--- config.mk ---
export PLATFORM = sky130hd
export DESIGN_NAME = pxst_csr
export DESIGN_NICKNAME = d
export VERILOG_FILES = /design/src/rtl/core/pxst_pkg.sv /design/src/rtl/core/pxst_csr.sv
export SDC_FILE = /design/constraint.sdc
export NUM_CORES = 1
export LEC_CHECK = 0
export ABC_AREA = 1
export BUFFER_PORTS_ARGS = -buffer_cell sky130_fd_sc_hd__buf_2
export CAP_MARGIN = 15
export CORE_UTILIZATION = 30
export CTS_BUF_LIST = sky130_fd_sc_hd__clkbuf_16
export CTS_CLUSTER_SIZE = 10
export DETAILED_ROUTE_END_ITERATION = 12
export HOLD_SLACK_MARGIN = 0.06
export PLACE_DENSITY_LB_ADDON = 0.12
export SLEW_MARGIN = 10
export SYNTH_ARGS = -nofsm -noshare
export SYNTH_HDL_FRONTEND = slang
export SYNTH_SLANG_ARGS = --single-unit
--- constraint.sdc ---
create_clock -name clock -period 1.1 [get_ports clock]
set_input_delay 0.22 -clock clock [delete_from_list [all_inputs] [get_ports clock]]
set_output_delay 0.22 -clock clock [all_outputs]
set_load 0.02 [all_outputs]
--- src/rtl/core/pxst_pkg.sv ---
`default_nettype none

package pxst_pkg;

   // slot table geometry
   localparam int SLOT_COUNT = 1024;
   localparam int SLOT_AW    = (SLOT_COUNT > 1) ? $clog2(SLOT_COUNT) : 1;

   // field widths
   localparam int NODE_W = 16;
   localparam int SLOT_W = 10;
   localparam int WORD_W = 32;
   localparam int KIND_W = 2;

   // stream bus widths
   localparam int REQ_TDATA_W = 144;
   localparam int RSP_TDATA_W = 160;

   // request kinds
   localparam logic [KIND_W-1:0] CMD_CAPTURE = 2'd0;
   localparam logic [KIND_W-1:0] CMD_ACCEPT  = 2'd1;

   // reply kinds
   localparam logic ACK_CAPTURE = 1'b0;
   localparam logic ACK_ACCEPT  = 1'b1;

   // register indexes
   localparam logic REG_NODE_IDENT = 1'b0;

   typedef struct packed {
      logic [NODE_W-1:0] node_ident;
   } cfg_type;

   typedef struct packed {
      logic [KIND_W-1:0] command;
      logic [WORD_W-1:0] proposal;
      logic [SLOT_W-1:0] slot;
      logic [WORD_W-1:0] value_proposal;
      logic [WORD_W-1:0] cmd_low;
      logic [WORD_W-1:0] cmd_high;
   } req_type;

   typedef struct packed {
      logic              kind;
      logic [NODE_W-1:0] from_node;
      logic [SLOT_W-1:0] slot;
      logic [WORD_W-1:0] proposal;
      logic [WORD_W-1:0] value_proposal;
      logic [WORD_W-1:0] cmd_low;
      logic [WORD_W-1:0] cmd_high;
   } rsp_type;

   // one slot of the table as held in memory
   typedef struct packed {
      logic [WORD_W-1:0] promised;
      logic [WORD_W-1:0] accepted;
      logic [WORD_W-1:0] cmd_low;
      logic [WORD_W-1:0] cmd_high;
   } entry_type;

   localparam int ENTRY_W = $bits(entry_type);

endpackage

`default_nettype wire

--- src/rtl/core/pxst_csr.sv ---
`default_nettype none

module pxst_csr (
   input  wire logic             clock,
   input  wire logic             reset,
   input  wire logic             csr_psel,
   input  wire logic             csr_penable,
   input  wire logic             csr_pwrite,
   input  wire logic [2:0]       csr_paddr,
   input  wire logic [31:0]      csr_pwdata,
   output logic      [31:0]      csr_prdata,
   output logic                  csr_pready,
   output pxst_pkg::cfg_type     cfg
);

   pxst_pkg::cfg_type cfg_ff;
   pxst_pkg::cfg_type cfg_in;
   logic              wr_hit;

   // register index sits above the byte offset
   assign wr_hit = csr_psel && csr_penable && csr_pwrite
                   && (csr_paddr[2] == pxst_pkg::REG_NODE_IDENT);

   always_comb begin
      cfg_in = cfg_ff;
      if (wr_hit) begin
         cfg_in.node_ident = csr_pwdata[pxst_pkg::NODE_W-1:0];
      end
   end

   always_ff @(posedge clock) begin
      if (reset) begin
         cfg_ff <= '0;
      end else begin
         cfg_ff <= cfg_in;
      end
   end

   // read back
   always_comb begin
      csr_prdata = '0;
      if (csr_paddr[2] == pxst_pkg::REG_NODE_IDENT) begin
         csr_prdata = {{(32 - pxst_pkg::NODE_W){1'b0}}, cfg_ff.node_ident};
      end
   end

   assign csr_pready = 1'b1;
   assign cfg        = cfg_ff;

endmodule

`default_nettype wire

Yosys cells after proc, flatten, opt, wreduce, memory -nomap -nowiden
Index checks and enable logic that the tools add are counted.

Register bits after elaboration: 16. Input port bits: 40. Output and inout port bits: 49. Logic and storage cells: 6.

Muxes and demuxes: 1. Bitwise logic cells: 1. Reductions and logical operators: 3.

Operator list (count): $mux 16 (1); $logic_and 1x1->1 (3); $not 1->1 (1).

Logic depth before layout (Yosys ltp)
Depth after elaboration: 3. Depth in mapped cells: 7. Depth with buffers taken out: 5.

Worst setup path after synthesis
Ideal clock, no wire load.

Path kind: input -> output. From: in csr_paddr[2]. To: out csr_prdata[10]. Data arrival time: 806 ps. Data required time: 880 ps. Slack: 74 ps. Cell stages on the path: 3. Path buffers: 2. Path through: buf_6 > buf_2 > nor2_1.

Word-level cells in the longest chain between the ends: 1.

Ends and longest elaborated chain: start, declared (RTL line pxst_csr.sv:9) `input wire logic [2:0] csr_paddr,`; $mux 16 (RTL line pxst_csr.sv:42) `if (csr_paddr[2] == pxst_pkg::REG_NODE_IDENT) begin`; end, declared (RTL line pxst_csr.sv:11) `output logic [31:0] csr_prdata,`.

Every way passes these cells.

Final worst setup path
From: reg cfg_ff (netlist bit cfg[9]). To: out csr_prdata[9].

Word-level cells in the longest chain between the ends: 1.

Ends and longest elaborated chain: start, declared (RTL line pxst_csr.sv:16) `pxst_pkg::cfg_type cfg_ff;`; start signal, assigned (RTL line pxst_csr.sv:35) `cfg_ff <= cfg_in;`; $mux 16 (RTL line pxst_csr.sv:42).

Every way passes these cells.

==> metrics.md <==
| Metric | Value |
|---|---|
| Status | complete, no violations |
| Final #Nets | 270 |
| DR iter-0 viols | 18 |
| FF-to-FF Start | cfg[0] |
| Post-Synthesis Cell Area | about 0.0011 mm^2 |
| Largest net degree at the start of global routing | 17 |
| Routed Antenna Nets | 0 |
| Main synth FF type | dfxtp_1 |
| DRC Markers | 0 |
| Area post-placement | ~0.0013 mm^2 |
| Max incr delay on CP | ~0.34 ns |
| Die Span Y | between 60 and 70 um |
| CTS sink count | 16 |
| Crit start category | flip-flop |
| DP HPWL | 1662 um |
| Root Buffer | clkbuf_16 |
| Min Tclk post-route | approximately 1.1 ns |
| Initial Utilization | around a third |
| Worst Hold Class | primary input to flip-flop |
| Die area | between 0.003 and 0.004 mm^2 |
| Reg clk slew, reported paths | ~0.050 ns |
| Core ar. | roughly 0.0034 mm^2 |
| Tcrit/Tclk final | 98.46% |
| I/O Buffers | between 50 and 60 |
| Number of synthesized register bits | 16 |
| Global-route wire length before repair | 3450 um |
| VDD IR max | about 0.68 mV |
| Worst setup margin | around 0.017 ns |
| CTS tree | done |
| Max Cap Violations | 0 |
| Syn Inst Count | roughly 160 |
| Arrival @ worst endpoint | around 0.86 ns |
| Slowest-stage cell, CP | dfxtp_2 |
| Post-CTS Hold Fix Bufs | 0 |
| Area of the multi-input gates | between 500 and 600 um^2 |
| Vias | around 1.1k |
| Post-Place Cells | 260 |
| Final WL | around 2400 um |
| GR Util All Layers | 12.54% |
| Max-slew violation count | 0 |
| Fin Hold WS | approximately 0.29 ns |
| TritonCTS Buffers | 3 |
| Clock Tree Buf Depth | 2 |
| Critical path type | flip-flop to output pin |
| Fill cells | 380 |
| CP Max Fanout | 3 |
| Wirelength per Cell | 8.611 um |
| Area Overhead vs Synth | 51.47% |
| Hold_sp | csr_pwdata[13] |
| Pre-CTS WS | approximately 0.057 ns |
| Vias in the first global route | roughly 800 |
| Ys Warns | 0 |
| Post-layout util | around half |
| Largest register FFs | 16 |
| Antenna diodes | 0 |
| Non-Filler Instances | roughly 280 |
| Part of the Yosys area used for sequential elements | between 30% and 40% |
| RD Place Congestion | ~0.68 |
| Fin area | between 0.0015 and 0.002 mm^2 |
| Post-synth EDFFs | 0 |
| Final Skew | 0 ns |
| Yosys cell types | 18 |
| Clock Latency Late Sink | about 0.25 ns |
| FF/Latch Area | 340.3 um^2 |
| CP Cell Sequence | inv_1 -> nor2_2 -> buf_6 |
| FF-to-FF setup slack | roughly 0.39 ns |
| Hold path cells | 5 |
| Setup-failing EPs final | 0 |
| CP top delay family | flip-flops |
| Final Hold Viols | 0 |
| Worst Hold Endpoint | cfg[13] |
| Die X | between 60 and 70 um |
| RSZ-0062 raised after global routing | true |
| Syn avg cell area | about 6.6 um^2 |
| Boundary pin count | ~90 |
| DR vias/cell | 3.909 |
| Initial antenna violation count | 0 |
| Worst setup EP type | output pin |
| Leakage power | 0.8920 nW |
| WP depth | 3 |
| Remaining global-route overflow | 0 |
| # rows | 21 |
| Reg-to-reg endpoint | cfg[0] |
| Buf+Inv Stages, Crit Path | 2 |
| H-tree Lvls | 1 |
| R2R cell count | 3 |
| Layout cells sized above 1 | between 50% and 60% |
| Power density cells | roughly 1100 mW/mm^2 |
| Ys async rst share | 0% |
| Fmax | slightly above 900 MHz |
| Drt pass-1 iters | 3 |
| Worst endpoint required time | approximately 0.9 ns |
==> stage by stage <==
step                TNS, ns  power (mW)
floorplan                 0      0.9011
global placement          0      0.9545
detailed placement        0      0.9552
CTS                       0       1.697
global route        -0.1438       1.801
finish                    0       1.703
==> worst register-to-register path, cell delays in order (launching register included) <==
cell and delay, ns:
dfxtp_2 0.33, buf_4 0.13, nor2_2 0.10, nor2_2 0.04
==> worst max path at each step <==
| stage | from | to |
|---|---|---|
| global route | cfg[5] | csr_prdata[5] |
| CTS | cfg[11] | csr_prdata[11] |
| floorplan | csr_paddr[2] | csr_prdata[10] |
| detailed placement | csr_paddr[2] | csr_prdata[3] |
| finish | cfg[9] | csr_prdata[9] |
| global placement | csr_paddr[2] | csr_prdata[6] |
==> logic make-up (layout without fill, tap and decap cells) <==
logic type | count (synthesis) | after routing | share of synthesized area, %
buffers and inverters | 59 | 112 | 30.01
flip-flops | 16 | 16 | 30.01
other | 2 | 17 | 0.7037
AND/OR/NAND/NOR | 84 | 84 | 39.27
==> layout by cell type, fill, tap and decap left out <==
cell type / Yosys / routed
buf_2: 2 / 37
nor2_2: 20 / 27
buf_4: 17 / 27
inv_1: 34 / 24
nor2_1: 28 / 20
conb_1: 2 / 17
nand3_1: 16 / 16
nand2_1: 16 / 16
dfxtp_2: 0 / 16
inv_2: 1 / 11
buf_6: 2 / 6
clkbuf_16: 0 / 3
nor2_4: 1 / 2
buf_12: 1 / 2
nand2_2: 1 / 1
clkinv_2: 1 / 1
nand2_4: 1 / 1
nor2_8: 1 / 1
clkinv_1: 0 / 1
==> layer usage <==
layer / part of all wire, % / global-route usage, % / routed length, um
met4: 0.97 / 4.762 / 23
met2: 47 / 20.74 / 1102
met1: 45 / 15.13 / 1066
met3: 7.4 / 3.992 / 176
met5: 0 / 0 / 0
==> repair_timing <==
action                                  CTS  global route
pin swaps                                 0             8
resized for setup                        16            41
endpoints found under the setup margin   15            16
buffers inserted                          0            11
==> where the power goes <==
group          leakage [nW]  switching (mW)  internal (mW)
clock                0.0385           0.234          0.483
sequential            0.137          0.0159          0.605
combinational         0.716           0.225          0.141
total                 0.892           0.475           1.23
==> final cells by class <==
class                      instances  area share, %
tap                               46          3.560
inverter                          36          8.437
clock buffer                       3          4.644
timing repair buffer              72          30.65
clock inverter                     1         0.2322
sequential                        16          21.05
multi-input combinational        101          31.42
==> Yosys cell counts (2+ instances only) <==
| cell type | count | area, um^2 |
|---|---|---|
| dfxtp_1 | 16 | 320.3 |
| conb_1 | 2 | 7.510 |
| nor2_1 | 28 | 105.1 |
| nand3_1 | 16 | 80.08 |
| nor2_2 | 20 | 125.1 |
| buf_2 | 2 | 10.01 |
| nand2_1 | 16 | 60.06 |
| buf_4 | 17 | 127.6 |
| inv_1 | 34 | 127.6 |
| buf_6 | 2 | 22.52 |
(Power assumes the default switching activity.)
