===== src/rtl/core/pxst_pkg.sv =====
`default_nettype none

package pxst_pkg;

   // slot table geometry
   localparam int SLOT_COUNT = 1024;
   localparam int SLOT_AW    = (SLOT_COUNT > 1) ? $clog2(SLOT_COUNT) : 1;

   // field widths
   localparam int NODE_W = 16;
   localparam int SLOT_W = 10;
   localparam int WORD_W = 32;
   localparam int KIND_W = 2;

   // stream bus widths
   localparam int REQ_TDATA_W = 144;
   localparam int RSP_TDATA_W = 160;

   // request kinds
   localparam logic [KIND_W-1:0] CMD_CAPTURE = 2'd0;
   localparam logic [KIND_W-1:0] CMD_ACCEPT  = 2'd1;

   // reply kinds
   localparam logic ACK_CAPTURE = 1'b0;
   localparam logic ACK_ACCEPT  = 1'b1;

   // register indexes
   localparam logic REG_NODE_IDENT = 1'b0;

   typedef struct packed {
      logic [NODE_W-1:0] node_ident;
   } cfg_type;

   typedef struct packed {
      logic [KIND_W-1:0] command;
      logic [WORD_W-1:0] proposal;
      logic [SLOT_W-1:0] slot;
      logic [WORD_W-1:0] value_proposal;
      logic [WORD_W-1:0] cmd_low;
      logic [WORD_W-1:0] cmd_high;
   } req_type;

   typedef struct packed {
      logic              kind;
      logic [NODE_W-1:0] from_node;
      logic [SLOT_W-1:0] slot;
      logic [WORD_W-1:0] proposal;
      logic [WORD_W-1:0] value_proposal;
      logic [WORD_W-1:0] cmd_low;
      logic [WORD_W-1:0] cmd_high;
   } rsp_type;

   // one slot of the table as held in memory
   typedef struct packed {
      logic [WORD_W-1:0] promised;
      logic [WORD_W-1:0] accepted;
      logic [WORD_W-1:0] cmd_low;
      logic [WORD_W-1:0] cmd_high;
   } entry_type;

   localparam int ENTRY_W = $bits(entry_type);

endpackage

`default_nettype wire


===== src/rtl/core/pxst_engine.sv =====
`default_nettype none

module pxst_engine (
   input  wire logic                          clock,
   input  wire logic                          reset,
   input  wire pxst_pkg::cfg_type             cfg,
   input  wire logic                          req_valid,
   output logic                               req_ready,
   input  wire pxst_pkg::req_type             req,
   output logic                               rsp_valid,
   input  wire logic                          rsp_ready,
   output pxst_pkg::rsp_type                  rsp,
   output logic                               ram_wr_en,
   output logic [pxst_pkg::SLOT_AW-1:0]       ram_wr_addr,
   output pxst_pkg::entry_type                ram_wr_data,
   output logic                               ram_rd_en,
   output logic [pxst_pkg::SLOT_AW-1:0]       ram_rd_addr,
   input  wire pxst_pkg::entry_type           ram_rd_data
);

   typedef enum logic [1:0] {
      ST_CLEAR,
      ST_IDLE,
      ST_EVAL
   } state_type;

   state_type                     state_ff, state_in;
   logic [pxst_pkg::SLOT_AW-1:0]  clear_idx_ff, clear_idx_in;
   pxst_pkg::req_type             req_ff, req_in;
   logic                          rsp_valid_ff, rsp_valid_in;
   pxst_pkg::rsp_type             rsp_ff, rsp_in;

   logic                req_fire;
   logic                slot_ok;
   logic                handle;
   logic                do_capture;
   logic                do_accept;
   logic                has_result;
   logic                out_free;
   logic                out_load;
   logic                raise_promise;
   pxst_pkg::entry_type entry;

   assign entry    = ram_rd_data;
   assign req_fire = req_valid && req_ready;

   // decision on the latched request and the slot read back
   assign slot_ok = ({{(32 - pxst_pkg::SLOT_W){1'b0}}, req_ff.slot}
                     < 32'(pxst_pkg::SLOT_COUNT));
   assign handle  = (cfg.node_ident != '0) && slot_ok;

   assign do_capture    = handle && (req_ff.command == pxst_pkg::CMD_CAPTURE);
   assign raise_promise = do_capture && (entry.promised < req_ff.proposal);
   assign do_accept     = handle && (req_ff.command == pxst_pkg::CMD_ACCEPT)
                          && (req_ff.proposal != '0) && (req_ff.cmd_low != '0)
                          && (entry.promised <= req_ff.proposal);
   assign has_result    = do_capture || do_accept;

   assign out_free = !rsp_valid_ff || rsp_ready;
   assign out_load = (state_ff == ST_EVAL) && has_result && out_free;

   // next state and registered outputs
   always_comb begin
      state_in     = state_ff;
      clear_idx_in = clear_idx_ff;
      req_in       = req_ff;
      rsp_in       = rsp_ff;
      rsp_valid_in = rsp_valid_ff && !rsp_ready;
      case (state_ff)
         ST_CLEAR: begin
            clear_idx_in = clear_idx_ff + 1'b1;
            if (clear_idx_ff == pxst_pkg::SLOT_AW'(pxst_pkg::SLOT_COUNT - 1)) begin
               state_in = ST_IDLE;
            end
         end
         ST_IDLE: begin
            if (req_fire) begin
               req_in   = req;
               state_in = ST_EVAL;
            end
         end
         ST_EVAL: begin
            if (!has_result || out_free) begin
               state_in = ST_IDLE;
            end
            if (out_load) begin
               rsp_valid_in      = 1'b1;
               rsp_in.from_node  = cfg.node_ident;
               rsp_in.slot       = req_ff.slot;
               if (do_accept) begin
                  rsp_in.kind           = pxst_pkg::ACK_ACCEPT;
                  rsp_in.proposal       = req_ff.proposal;
                  rsp_in.value_proposal = req_ff.value_proposal;
                  rsp_in.cmd_low        = req_ff.cmd_low;
                  rsp_in.cmd_high       = req_ff.cmd_high;
               end else begin
                  rsp_in.kind           = pxst_pkg::ACK_CAPTURE;
                  rsp_in.proposal       = entry.promised;
                  rsp_in.value_proposal = entry.accepted;
                  rsp_in.cmd_low        = entry.cmd_low;
                  rsp_in.cmd_high       = entry.cmd_high;
               end
            end
         end
         default: begin
            state_in = ST_CLEAR;
         end
      endcase
   end

   always_ff @(posedge clock) begin
      if (reset) begin
         state_ff     <= ST_CLEAR;
         clear_idx_ff <= '0;
         rsp_valid_ff <= 1'b0;
      end else begin
         state_ff     <= state_in;
         clear_idx_ff <= clear_idx_in;
         rsp_valid_ff <= rsp_valid_in;
      end
      req_ff <= req_in;
      rsp_ff <= rsp_in;
   end

   // memory access: clearing sweep, slot read on accept, write back on evaluation
   always_comb begin
      ram_wr_en   = 1'b0;
      ram_wr_addr = pxst_pkg::SLOT_AW'(req_ff.slot);
      ram_wr_data = entry;
      if (state_ff == ST_CLEAR) begin
         ram_wr_en   = 1'b1;
         ram_wr_addr = clear_idx_ff;
         ram_wr_data = '0;
      end else if (out_load && do_accept) begin
         ram_wr_en            = 1'b1;
         ram_wr_data.promised = req_ff.proposal;
         ram_wr_data.accepted = req_ff.proposal;
         ram_wr_data.cmd_low  = req_ff.cmd_low;
         ram_wr_data.cmd_high = req_ff.cmd_high;
      end else if (out_load && raise_promise) begin
         ram_wr_en            = 1'b1;
         ram_wr_data.promised = req_ff.proposal;
      end
   end

   assign ram_rd_en   = req_fire;
   assign ram_rd_addr = pxst_pkg::SLOT_AW'(req.slot);

   assign req_ready = (state_ff == ST_IDLE);
   assign rsp_valid = rsp_valid_ff;
   assign rsp       = rsp_ff;

   // an accepted request is always evaluated in the next cycle
   assert property (@(posedge clock) disable iff (reset)
      req_fire |=> (state_ff == ST_EVAL))
      else $error("accepted request not evaluated");

   // a waiting reply is never overwritten
   assert property (@(posedge clock) disable iff (reset)
      out_load |-> (!rsp_valid_ff || rsp_ready))
      else $error("reply overwritten while stalled");

   // a promise written back never goes down
   assert property (@(posedge clock) disable iff (reset)
      ((state_ff == ST_EVAL) && ram_wr_en) |-> (ram_wr_data.promised >= entry.promised))
      else $error("promise lowered");

   // every accept ack comes with the slot being written
   assert property (@(posedge clock) disable iff (reset)
      (out_load && do_accept) |-> ram_wr_en)
      else $error("accept ack without write back");

endmodule

`default_nettype wire

===== config.mk =====
export PLATFORM = sky130hd
export DESIGN_NAME = pxst_engine
export DESIGN_NICKNAME = d
export VERILOG_FILES = /design/src/rtl/core/pxst_pkg.sv /design/src/rtl/core/pxst_engine.sv
export SDC_FILE = /design/constraint.sdc
export NUM_CORES = 1
export LEC_CHECK = 0
export BUFFER_PORTS_ARGS = -buffer_cell sky130_fd_sc_hd__buf_2
export CORE_AREA = 2 2 230 232
export CTS_CLUSTER_DIAMETER = 150
export DETAILED_ROUTE_END_ITERATION = 10
export DIE_AREA = 0 0 232 234
export SYNTH_ARGS = -nofsm -noshare
export SYNTH_HDL_FRONTEND = slang
export SYNTH_SLANG_ARGS = --single-unit

===== constraint.sdc =====
create_clock -name clock -period 14.4 [get_ports clock]
set_input_delay 2.88 -clock clock [delete_from_list [all_inputs] [get_ports clock]]
set_output_delay 2.88 -clock clock [all_outputs]
set_load 0.1 [all_outputs]

-- Word-level counts from Yosys, hierarchy flattened
Cells that the tools add are included.
- register bits: 308
- input bits: 288
- output and inout port bits: 307
- word-level logic and storage cells: 68
- add/sub/neg operators: 1
- magnitude comparators: 2
- eq/ne operators: 7
- muxes and demuxes: 16
- reduce and logical (&&, ||, !) cells: 26
- operator list (kind ; count):
    $mux 128 ; 2
    $mux 96 ; 1
    $mux 32 ; 2
    $reduce_bool 32->1 ; 2
    $le 32x32->1 ; 1
    $lt 32x32->1 ; 1
    $reduce_bool 16->1 ; 1
    $logic_and 1x1->1 ; 12
    $add 10x1->10 const B ; 1
    $eq 10x10->1 const B ; 1
    $mux 10 ; 1
    $mux 1 ; 6
    $mux 2 ; 3
    $pmux 2 s3 ; 1
    $eq 2x1->1 const B ; 2
    $logic_not 2->1 ; 2
    $ne 2x1->1 const B ; 2
    $reduce_and 2->1 ; 2
    $logic_not 1->1 ; 3
    $logic_or 1x1->1 ; 3
    $reduce_and 3->1 ; 1
    $eq 2x2->1 const B ; 1
    $ne 2x2->1 const B ; 1

-- Depth between registers and ports, before layout
- word-level depth: 12
- depth in mapped cells: 13
- gate-level depth less buffers: 10

-- Least setup slack after synthesis
No wires, ideal clock.
- path type: input -> register
- start point: input ram_rd_data[110] (netlist bit)
- end point: register rsp_ff, in the netlist rsp[0] (enable)
- setup time: 0.673 ns
- data arrival time: 11.253 ns
- data required time: 13.727 ns
- setup slack: 2.474 ns
- stages: 12
- buffers on the path: 3
- cells stage by stage: ha_1 a21oi_1 nand2_1 a221o_1 o311ai_1 nand3_1 buf_4 inv_2 buf_4 buf_2 nor2_1 nor2_1
- cells in the longest elaborated chain, start to end: 6
- RTL lines (what ; RTL line ; RTL):
    start: declaration ; pxst_engine.sv:18 ; input wire pxst_pkg::entry_type ram_rd_data
    $le 32x32->1 ; pxst_engine.sv:56 ; && (entry.promised <= req_ff.proposal);
    $logic_and 1x1->1 ; pxst_engine.sv:56 ;
    $logic_or 1x1->1 ; pxst_engine.sv:57 ; assign has_result = do_capture || do_accept;
    $logic_and 1x1->1 (2 in a row) ; pxst_engine.sv:60 ; assign out_load = (state_ff == ST_EVAL) && has_result && out_free;
    $reduce_and 2->1 (no line) ; -- ;
    end signal: assignment ; pxst_engine.sv:122 ; rsp_ff <= rsp_in;
    end: declaration ; pxst_engine.sv:31 ; pxst_pkg::rsp_type rsp_ff, rsp_in;
No other way between the ends.
A chain may end at the register's enable or synchronous reset.

==> metrics.txt <==
CP cell instances=buf_2, ha_1, nand4_2, nor4_4, a21boi_0, a22oi_1, nand3_4, inv_6, buf_4, nand3_1, a21oi_1, buf_2; Placed Instances=2546; DR top layer=met5; logic gate share of total power=0.059; Max Root-Sink Buffers=3; DR vias/cell=4.86; status=finished, final reports clean; Worst-path clk slew=0.06 ns; ranking of synthesized cells by area=edfxtp_1 62%, nand2_1 11%, o21ai_0 4.8%; post-synthesis sequential area ratio=0.637; Sequential Power Share=0.508; top cells by count, synth=401 x nand2_1, 295 x edfxtp_1, 137 x o21ai_0; Placed Instance Area=17800 um2; Die Y=234 um; WP data arrival=7.34 ns; pin count of the biggest net entering global routing=192; worst relative slew slack=0.189; slowest stage cell on the critical path=buf_4; vias in the first global route=12300; Pwr Total=1.93 mW; Worst Path Buf+Inv=4; Synth Area per Inst=10.6 um2; die width=232 um; CP required=11.52 ns; Pint=1.50 mW; switch share=0.223; DRT met1 WL=21.0 mm; H-tree levels=2; io pins=595; syn nets=1674; VDD IR max=0.0834 mV; clock latency on the worst-skew pair=0.53 ns; clk_skew=0.0150 ns; FFs w/ async S/R, synth=0; Global Route Usage Sum=0.182; CTS sink cnt=308; Overflow after GRT=0; Worst Reg-to-Reg Cells=13; # DRC=0; CTS tree=done; Slew Viols, Final=0; first-pass GRT wire length=74.5 mm; CP startpoint kind=input port; standard-cell rows=84; Top FF cell, synth=edfxtp_1; CP dominant cell by count=buf_2; Leakage=8.27 nW; Worst Setup End Kind=output pin; design area=18900 um2; DRT Pass-1 Iters=5; Top delay family on crit path=buffers and inverters; Max Fclk=97.8 MHz; Clock Power Share=0.433; critical path class=in2out; drt initial violations=825; HP Class=reg2reg; max incr delay on CP=0.77 ns; post-synth top area share=0.618; Final Hold Vio Count=0; HPWL Detailed=38.5 mm; average wire per standard cell=20.1 um; Finished Layout Cells=2616; initial antenna violation count=11; # nets final=2217; layout cells sized above 1=0.347; actual slew at the worst max-slew pin=1.21 ns; top-count cell post-synth=nand2_1; drt total wl=52.5 mm; R2R Setup Slk=8.32 ns; setup_tns=0 ns; min Tclk post-route=10.22 ns; synth unique cells=40; IO Port Bufs=594; Hold Path Depth=0; RSZ-0062 raised after global routing=no; DIE AREA=54300 um2; Critical Path Stages=12; area of the multi-input gates=4610 um2; area leader, netlist=edfxtp_1; Pwr Density=102 nW/um2; number of synthesized register bits=308; # hold bufs at CTS=0; sw power=431 uW; Fill cells=5301; CP Max Fanout=92; Resized cells post-CTS=0; sequential cell area=9120 um2; TritonCTS buffer count=36; Routed Antenna Nets=0; Syn Std Cell Area=14300 um2; Root Driver=clkbuf_16; Final setup violation count=0; area grow syn2layout=31.9%; Post-synth EDFFs=295; met3 routed WL=4.34 mm; Tcrit/Tclk final=0.710; Initial Util=0.275; Yosys warnings=0; Setup Fix Bufs, Post-CTS=0; gp weighted congestion=0.910; routed via count=12700; met2 routed WL=25.4 mm; Core Region=52000 um2; Syn Inst Count=1353; max_cap viols=0
## cell families (layout without fill, tap and decap cells)
logic type | Yosys count | in the layout | synth area share
fa+ha+maj | 33 | 33 | 0.0288
buf+inv | 140 | 706 | 0.0443
simple gates | 568 | 568 | 0.168
other cells | 0 | 9 | 0
mux | 32 | 32 | 0.0224
compound gates | 266 | 266 | 0.0960
flops | 308 | 308 | 0.637
xor+xnor | 6 | 6 | 0.00367
## worst paths after layout
kind / startpoint / endpoint
hold reg to reg: req_ff[98]$_DFFE_PP_ / rsp[130]$_DFFE_PP_
hold / removal: req_ff[98]$_DFFE_PP_ / rsp[130]$_DFFE_PP_
setup reg to reg: req_ff[111]$_DFFE_PP_ / rsp[122]$_DFFE_PP_
setup / recovery: ram_rd_data[126] / ram_wr_data[40]
## per-layer routing
metal / track usage / up-vias
met5: 0 / -
met4: 0.0705 / 10
met3: 0.0429 / 118
met2: 0.300 / 611
met1: 0.230 / 6094
li1: - / 5890
## sequential cells by signal, summed over array words and instances, names as in the netlist
name	cells
clear_idx_ff	10
rsp_valid	1
rsp	155
req_ff	140
state_ff	2
## cell usage in the layout (no fill, tap or decap), types with 2 or more instances in the layout
| cell type | instances |
|---|---|
| mux2i_1 | 32 |
| nor4_1 | 21 |
| buf_4 | 12 |
| inv_6 | 2 |
| nand2_1 | 400 |
| nor2_4 | 2 |
| clkinv_2 | 7 |
| clkbuf_16 | 37 |
| dfxtp_1 | 13 |
| o21ai_0 | 137 |
| and3_1 | 3 |
| a21oi_1 | 115 |
| clkbuf_1 | 9 |
| ha_1 | 33 |
| edfxtp_1 | 295 |
| a221o_1 | 3 |
| clkinv_1 | 4 |
| nor2b_1 | 5 |
| inv_1 | 36 |
| xor2_1 | 5 |
| nand4_1 | 12 |
| diode_2 | 9 |
| buf_2 | 594 |
| nor2_1 | 12 |
| nand3_1 | 102 |
| clkinv_4 | 2 |
| or3_1 | 3 |
## final cells by class
class	instances	area share
Antenna cell	9	0.00119
Sequential cell	308	0.483
Clock buffer	47	0.0515
Inverter	38	0.00808
Multi-Input combinational cell	905	0.244
Timing Repair Buffer	607	0.163
Clock inverter	14	0.00397
Tap cell	688	0.0456
## metrics by stage
stage / worst slack [ns] / util / hold slack, ns
2_1_floorplan: 2.47 / - / 0.426
3_3_place_gp: 4.33 / 0.343 / 0.429
3_5_place_dp: 4.26 / 0.343 / 0.441
4_1_cts: 4.25 / 0.363 / 0.455
5_1_grt: 3.83 / 0.363 / 0.465
6_report: 4.18 / 0.363 / 0.450
## power by group through the flow
stage	registers (mW)	logic, mW	clock network, mW
after detailed placement	1.00	0.113	0
after CTS	0.982	0.114	0.864
final	0.982	0.114	0.836
after global placement	1.00	0.111	0
after global routing	0.981	0.126	0.893
after floorplan	1.00	0.0537	0
Power figures use the tool's default switching activity.
